--- src/rtl/core/rfns_pkg.sv ---
// ----------------------------------------------------------------------------
// rfns_pkg
// Shared constants and types for the running five-number summary block.
// ----------------------------------------------------------------------------
package rfns_pkg;

  localparam int Capacity = 256;
  localparam int NumBins  = 10;
  localparam int AddrW    = $clog2(Capacity);
  localparam int CntW     = 9;
  localparam int BinW     = 4;
  localparam int DataW    = 32;
  localparam int WideW    = 40;

  localparam logic signed [WideW-1:0] QHalf = WideW'(32768);
  localparam logic signed [WideW-1:0] QStep = WideW'(65536 / NumBins);

  // Bin width by reciprocal multiply: floor(x / NumBins) for any 32-bit span
  localparam int               RecipSh  = 35;
  localparam logic [DataW-1:0] RecipMul =
    DataW'(((64'd1 << RecipSh) + 64'(NumBins) - 64'd1) / 64'(NumBins));

  // Request and result payloads
  typedef struct packed {
    logic signed [DataW-1:0] sample;
  } sample_t;

  typedef struct packed {
    logic [CntW-1:0]         sample_count;
    logic signed [DataW-1:0] minimum;
    logic signed [DataW-1:0] maximum;
    logic signed [DataW-1:0] median_value;
    logic signed [DataW-1:0] lower_quartile;
    logic signed [DataW-1:0] upper_quartile;
    logic [BinW-1:0]         bin_index;
    logic signed [DataW-1:0] bin_start;
    logic [CntW-1:0]         bin_count;
    logic                    last_bin;
    logic                    rejected;
  } summary_t;

  // Datapath operation selected by the controller
  typedef enum logic [3:0] {
    OP_NONE,
    OP_SHIFT_RD,   // read store[i-1]
    OP_SHIFT_CMP,  // compare / move
    OP_INSERT,
    OP_RD_A,
    OP_RD_B,
    OP_LATCH,
    OP_WIDTH,
    OP_EDGE,
    OP_HIST_RD,
    OP_HIST_ACC
  } op_t;

  typedef struct packed {
    op_t              op;
    logic [AddrW-1:0] addr;
    logic [2:0]       slot;   // which statistic is being gathered
  } cmd_t;

  typedef struct packed {
    logic move;     // store[i-1] > sample
    logic div_done;
  } status_t;

endpackage

--- src/rtl/core/rfns_ctrl.sv ---
// ----------------------------------------------------------------------------
// rfns_ctrl
// Sequencer: insertion, statistic reads, bin width, histogram walk, output.
// ----------------------------------------------------------------------------
module rfns_ctrl
  import rfns_pkg::*;
(
  input  logic            clk,
  input  logic            rst,
  input  logic            in_valid,
  output logic            in_ready,
  output logic            out_valid,
  input  logic            out_ready,
  output logic [BinW-1:0] out_bin,
  output logic [CntW-1:0] count,
  output logic            rej,
  output cmd_t            cmd,
  input  status_t         sts
);
  typedef enum logic [3:0] {
    S_IDLE, S_SRD, S_SCMP, S_INS, S_RA, S_RB, S_LATCH, S_DIV,
    S_EDGE, S_HRD, S_HACC, S_OUT
  } state_t;

  state_t           state;
  logic [CntW-1:0]  i;
  logic [2:0]       slot;
  logic [BinW-1:0]  bin;
  logic [CntW+1:0]  t;
  logic [CntW-1:0]  lo, hi, nm1;

  assign in_ready  = (state == S_IDLE);
  assign out_valid = (state == S_OUT);
  assign out_bin   = bin;
  assign nm1       = count - CntW'(1);

  // Slot 0/1: min/max; 2..7: lo/hi of med, q1, q3 (pairs)
  always_comb begin
    t = '0;
    unique case (slot)
      3'd2, 3'd3: t = {2'b00, nm1} << 1;
      3'd4, 3'd5: t = {2'b00, nm1};
      default:    t = {2'b00, nm1} + ({2'b00, nm1} << 1);
    endcase
    lo = CntW'(t >> 2);
    hi = CntW'((t + (CntW+2)'(3)) >> 2);
    if (lo >= count) lo = nm1;
    if (hi >= count) hi = nm1;
  end

  always_comb begin
    cmd.op   = OP_NONE;
    cmd.slot = slot;
    cmd.addr = '0;
    unique case (state)
      S_SRD:   begin cmd.op = OP_SHIFT_RD;  cmd.addr = AddrW'(i - CntW'(1)); end
      S_SCMP:  begin cmd.op = OP_SHIFT_CMP; cmd.addr = AddrW'(i); end
      S_INS:   begin cmd.op = OP_INSERT;    cmd.addr = AddrW'(i); end
      S_RA: begin
        cmd.op = OP_RD_A;
        unique case (slot)
          3'd0:    cmd.addr = '0;
          3'd1:    cmd.addr = AddrW'(nm1);
          default: cmd.addr = AddrW'(lo);
        endcase
      end
      S_RB:    begin cmd.op = OP_RD_B;      cmd.addr = AddrW'(hi); end
      S_LATCH: cmd.op = OP_LATCH;
      S_DIV:   cmd.op = OP_WIDTH;
      S_EDGE:  cmd.op = OP_EDGE;
      S_HRD:   begin cmd.op = OP_HIST_RD;   cmd.addr = AddrW'(i); end
      S_HACC:  cmd.op = OP_HIST_ACC;
      default: cmd.op = OP_NONE;
    endcase
  end

  always_ff @(posedge clk) begin
    if (rst) begin
      state <= S_IDLE;
      count <= '0;
      rej   <= 1'b0;
      i     <= '0;
      slot  <= '0;
      bin   <= '0;
    end else begin
      unique case (state)
        S_IDLE: if (in_valid) begin
          rej <= (count >= CntW'(Capacity));
          i   <= count;
          if (count >= CntW'(Capacity)) begin
            slot <= '0; state <= S_RA;
          end else if (count == '0) state <= S_INS;
          else state <= S_SRD;
        end
        S_SRD:  state <= S_SCMP;
        S_SCMP: if (sts.move) begin
          i <= i - CntW'(1);
          state <= (i == CntW'(1)) ? S_INS : S_SRD;
        end else state <= S_INS;
        S_INS: begin
          count <= count + CntW'(1);
          slot  <= '0;
          state <= S_RA;
        end
        S_RA:   state <= (slot >= 3'd2) ? S_RB : S_LATCH;
        S_RB:   state <= S_LATCH;
        S_LATCH: begin
          if (slot == 3'd0) slot <= 3'd1;
          else if (slot == 3'd1) slot <= 3'd2;
          else slot <= slot + 3'd2;
          state <= (slot == 3'd6) ? S_DIV : S_RA;
        end
        S_DIV: if (sts.div_done) begin bin <= '0; state <= S_EDGE; end
        S_EDGE: begin
          i <= '0;
          state <= S_HRD;
        end
        S_HRD:  state <= S_HACC;
        S_HACC: begin
          i <= i + CntW'(1);
          state <= (i + CntW'(1) == count) ? S_OUT : S_HRD;
        end
        S_OUT: if (out_ready) begin
          if (bin == BinW'(NumBins - 1)) begin
            bin   <= '0;
            state <= S_IDLE;
          end else begin
            bin <= bin + BinW'(1);
          end
        end
        default: state <= S_IDLE;
      endcase
    end
  end
endmodule

--- config.mk ---
export PLATFORM = sky130hd
export DESIGN_NAME = rfns_ctrl
export DESIGN_NICKNAME = d
export VERILOG_FILES = /design/src/rtl/core/rfns_pkg.sv /design/src/rtl/core/rfns_ctrl.sv
export SDC_FILE = /design/constraint.sdc
export NUM_CORES = 1
export LEC_CHECK = 0
export BUFFER_PORTS_ARGS = -buffer_cell sky130_fd_sc_hd__buf_2
export CORE_MARGIN = 1
export CORE_UTILIZATION = 40
export DETAILED_ROUTE_END_ITERATION = 8
export PLACE_DENSITY_LB_ADDON = 0.1
export SLEW_MARGIN = 20
export SYNTH_ARGS = -nofsm -noshare
export SYNTH_HDL_FRONTEND = slang
export SYNTH_SLANG_ARGS = --single-unit
--- constraint.sdc ---
create_clock -name clk -period 7.8 [get_ports clk]
set_input_delay 0.78 -clock clk [delete_from_list [all_inputs] [get_ports clk]]
set_output_delay 0.78 -clock clk [all_outputs]
set_load 0.01 [all_outputs]
Word-level counts from Yosys, hierarchy flattened
Index checks and enable logic that the tools add are counted.
{"block": "totals", "output_inout_bits": 31, "input_bits": 6, "reg_bits": 30, "elab_cells": 88}
{"block": "op_classes", "addsub": 8, "eq_ne": 26, "n_reduce_logical": 14, "n_mux": 30, "order_cmp": 4}
{"operator": "one-hot mux 4 bit (12 select lines)", "n": 1}
{"operator": "one-hot mux 4 bit (10 select lines)", "n": 1}
{"operator": "one-hot mux 9 bit (4 select lines)", "n": 1}
{"operator": "one-hot mux 8 bit (4 select lines)", "n": 1}
{"operator": "two-way mux 4 bit", "n": 7}
{"operator": "one-hot mux 11 bit (2 select lines)", "n": 1}
{"operator": "equality test 4 bit (second input constant)", "n": 5}
{"operator": "adder 9 x 1 -> 9 bit (second input constant)", "n": 2}
{"operator": ">= comparator 9 bit", "n": 2}
{"operator": "two-way mux 9 bit", "n": 2}
{"operator": "subtractor 9 x 1 -> 9 bit (second input constant)", "n": 2}
{"operator": "equality test 4 x 3 -> 1 bit (second input constant)", "n": 4}
{"operator": "two-way mux 8 bit", "n": 2}
{"operator": "one-hot mux 8 bit (2 select lines)", "n": 1}
{"operator": "two-way mux 3 bit", "n": 5}
{"operator": "two-way mux 2 bit", "n": 6}
{"operator": "adder 11 x 2 -> 11 bit (second input constant)", "n": 1}
{"operator": "adder 9 x 10 -> 11 bit", "n": 1}
{"operator": "equality test 3 bit (second input constant)", "n": 3}
{"operator": "equality test 9 x 1 -> 1 bit (second input constant)", "n": 1}
{"operator": "equality test 9 bit", "n": 1}
{"operator": ">= comparator 9 bit (second input constant)", "n": 1}
{"operator": "logical NOT 9 bit", "n": 1}
{"operator": "one-hot mux 3 bit (3 select lines)", "n": 1}
{"operator": "20 further kinds", "n": 29}

Depth between registers and ports, before layout
{"block": "logic_depth", "depth_word": 7, "ltp_mapped": 25, "ltp_nobuf": 22}

Least setup slack after synthesis
No wires, ideal clock.
{"block": "synth_path", "path_kind": "register -> output", "startpoint": "reg count[1]", "endpoint": "out cmd[5] (netlist name)", "setup_slack_ps": 2017, "required_time_ps": 7020, "arrival_time_ps": 5003, "stages_incl_launch_ff": 23, "n_path_buf": 3, "path_cell_list": "dfxtp_1 buf_2 inv_1 ha_1 nor3b_2 nand3_1 xnor2_1 ha_1 clkbuf_1 or4b_1 a311oi_1 nor2_1 nand3b_4 nand2b_4 xnor2_1 ha_1 o21a_1 a311o_1 a21oi_1 clkbuf_1 mux2i_1 o22ai_1 a21o_1"}
{"item": "from (decl)", "line": "rfns_ctrl.sv:15", "rtl": "output logic [CntW-1:0] count,"}
{"item": "from (signal assigned)", "line": "rfns_ctrl.sv:101", "rtl": "count <= count + CntW'(1);"}
{"item": "to (decl)", "line": "rfns_ctrl.sv:17", "rtl": "output cmd_t cmd,"}

==> impl_metrics.env <==
export IMPL_tightest_slew_ps=1090
export IMPL_wirelength_um=12400
export IMPL_r2r_start="state[1]$_SDFFE_PP0P_"
export IMPL_rsz0062_at_grt="false"
export IMPL_yosysMostFrequentCell="nor2_1"
export IMPL_grt_first_pass_wirelength_um=19800
export IMPL_die_w_um=103
export IMPL_synth_area_leaders="dfxtp_1, ha_1, xnor2_1"
export IMPL_drive_above_1_share_pct=12.4
export IMPL_critPathBufInv=4
export IMPL_yosysWarnings=0
export IMPL_clockBufferDepth=2
export IMPL_syn_inst=564
export IMPL_avgSynthCellArea_um2=7.25
export IMPL_core_area_um2=9820
export IMPL_viasPerCell=5.83
export IMPL_finalCritPeriodShare_pct=87.1
export IMPL_cts_tree="done"
export IMPL_status="complete, no violations"
export IMPL_async_flop_share_pct=0
export IMPL_port_buffers=36
export IMPL_slew_limit_headroom_pct=27.6
export IMPL_maxCapViolCount=0
export IMPL_drv_slew=0
export IMPL_fin_cells=699
export IMPL_critPathKind="register to primary output"
export IMPL_yosysTopAreaCell="dfxtp_1"
export IMPL_clk_latency_ps=280
export IMPL_synthDistinctLibCells=74
export IMPL_critPathRequiredTime_ps=7020
export IMPL_ir_drop_v=0.000194
export IMPL_yosysTopAreaCellShare_pct=14.7
export IMPL_yosys_top_cells_count="nor2_1, a21oi_1, ha_1, nand2_1, xnor2_1"
export IMPL_initial_core_util_pct=41.6
export IMPL_min_delay_start="rej$_SDFFE_PP0P_"
export IMPL_crit_fanout=14
export IMPL_grt_use_met1_pct=35.6
export IMPL_use_met2_pct=36.1
export IMPL_startpoint="count[0]$_SDFFE_PP0P_"
export IMPL_rows=36
export IMPL_end_kind="primary output"
export IMPL_cp_common_cell="ha_1"
export IMPL_tns_ps=0
export IMPL_cp_start_kind="register"
export IMPL_syn_nets=606
export IMPL_drtIter0Drc=371
export IMPL_synth_edff_count=0
export IMPL_fmax_mhz=147
export IMPL_path_cells="inv_1 -> ha_1 -> nor3b_2 -> xnor2_1 -> inv_1 -> ha_1 -> a211oi_1 -> nor2_1 -> o32ai_1 -> a211oi_4 -> nor3_2 -> nand3b_4 -> nand2b_4 -> xnor2_1 -> ha_1 -> o21a_1 -> a311o_1 -> a21oi_1 -> buf_4 -> o32ai_1 -> and2_1 -> a311o_1 -> buf_2"
export IMPL_root_buffer="clkbuf_8"
export IMPL_diodes=0
export IMPL_die_area_um2=10600
export IMPL_grt_use_total_pct=24.2
export IMPL_fin_skew_ps=4.80
export IMPL_io_pins=37
export IMPL_cts_hold_buf=0
export IMPL_antenna_found_initial=0
export IMPL_gr_max_usage_layer="met2"
export IMPL_post_cts_resized=0
export IMPL_finalPower_mw=1.95
export IMPL_first_pass_iters=5
export IMPL_vias=4077
export IMPL_dp_cells=693
export IMPL_p_leak_nw=1.72
export IMPL_dpl_hpwl_um=9370
export IMPL_path_delay_family="compound AO/OA/AOI/OAI gates"
export IMPL_crit_slowest_cell="dfxtp_1"
export IMPL_hold_viol=0
export IMPL_synth_seq_cells=30
export IMPL_fin_crit_ps=6800
export IMPL_slowest_delay_ps=660
export IMPL_die_y_um=103
export IMPL_cts_buffers=5
export IMPL_holdCritPathClass="register to register"
export IMPL_setup_violations_final=0
export IMPL_grt_max_degree=32
export IMPL_wl_per_cell_um=17.7
export IMPL_clock_sinks=30
export IMPL_yosysSeqAreaShare_pct=14.7
export IMPL_ant_nets=0
export IMPL_globalplace_congestion=0.947
export IMPL_syn_to_final_growth_pct=6.80
export IMPL_drc=0
export IMPL_post_cts_buffers=0
export IMPL_worstPathArrival_ps=6020
export IMPL_p_per_area_nw_per_um2=447
export IMPL_final_nets=609
export IMPL_grt_overflow=0
export IMPL_ys_flop_type="dfxtp_1"
export IMPL_htreeDepth=2
export IMPL_synthesis_area_um2=4090
export IMPL_grt_use_met3_pct=3.12
export IMPL_grt_pass1_vias=3672
export IMPL_clkTransAtPathRegs_ps=60
path summary, 6_finish.rpt:
path,endpoint,slack (ps),cells after the start
hold reg to reg,rej$_SDFFE_PP0P_,460,2
hold / removal,rej$_SDFFE_PP0P_,460,2
setup reg to reg,count[8]$_SDFFE_PP0P_,4540,7
setup / recovery,cmd[9],1000,23
layer usage:
layer	up-vias	part of all wire, %
met5	-	0
met4	0	2.9
met3	22	4.6
met2	119	43
met1	1903	49
li1	2033	-
cell families after synthesis:
| family | after synthesis | synth area share [%] |
|---|---|---|
| AO/OA/AOI/OAI | 154 | 26.3 |
| XOR/XNOR | 47 | 10.6 |
| adder cells (fa/ha/maj) | 36 | 11.2 |
| buffers and inverters | 73 | 7.16 |
| flip-flops | 30 | 14.7 |
| multiplexers | 16 | 4.01 |
| AND/OR/NAND/NOR | 208 | 26.0 |
stage by stage:
| stage | utilization [%] | setup WS, ps | cell area (µm²) | hold WS (ps) |
|---|---|---|---|---|
| after detailed placement | 43.6 | 1180 | 4280 | 454 |
| final | 44.5 | 1000 | 4370 | 460 |
| after CTS | 44.4 | 823 | 4360 | 464 |
| after global placement | 43.6 | 1340 | 4280 | 444 |
| after floorplan | - | 2020 | 4090 | 481 |
| after global routing | 44.5 | 416 | 4370 | 487 |
registers in the layout, indices dropped and copies added, names as in the netlist:
register and flops:
out_bin 4, i 9, rej 1, slot 3, count 9, state 4
power by group:
part	switching (mW)	internal, mW	total [mW]
Sequential	0.109	0.181	0.290
Combinational	0.864	0.670	1.53
Clock	0.0591	0.0680	0.127
final cells by class:
type,instances,area (µm²)
multi-input cells,461,3200
clock buffers,6,82.6
inverters,30,113
repair buffers,39,203
flip-flops and latches,30,601
fillers,1099,5450
well taps,133,166
layout by cell type, fill, tap and decap left out, types with 6 or more instances in the layout:
cell type	instances
a211oi_1	16
a21o_1	8
a21oi_1	41
a22oi_1	7
and2_1	6
and3_1	8
buf_2	36
clkbuf_8	6
dfxtp_1	30
ha_1	35
inv_1	29
mux2i_1	13
nand2_1	35
nand2b_1	9
nand3_1	19
nor2_1	72
nor3_1	19
nor4_1	6
o211ai_1	6
o21ai_0	19
o22ai_1	7
xnor2_1	33
xor2_1	11
worst register-to-register path, delay by kind of cell (launching register included):
family           cells  cell delay, ps
flip-flops           1            1040
XOR/XNOR             1             160
AND/OR/NAND/NOR      6            1930
(Power assumes the default switching activity.)
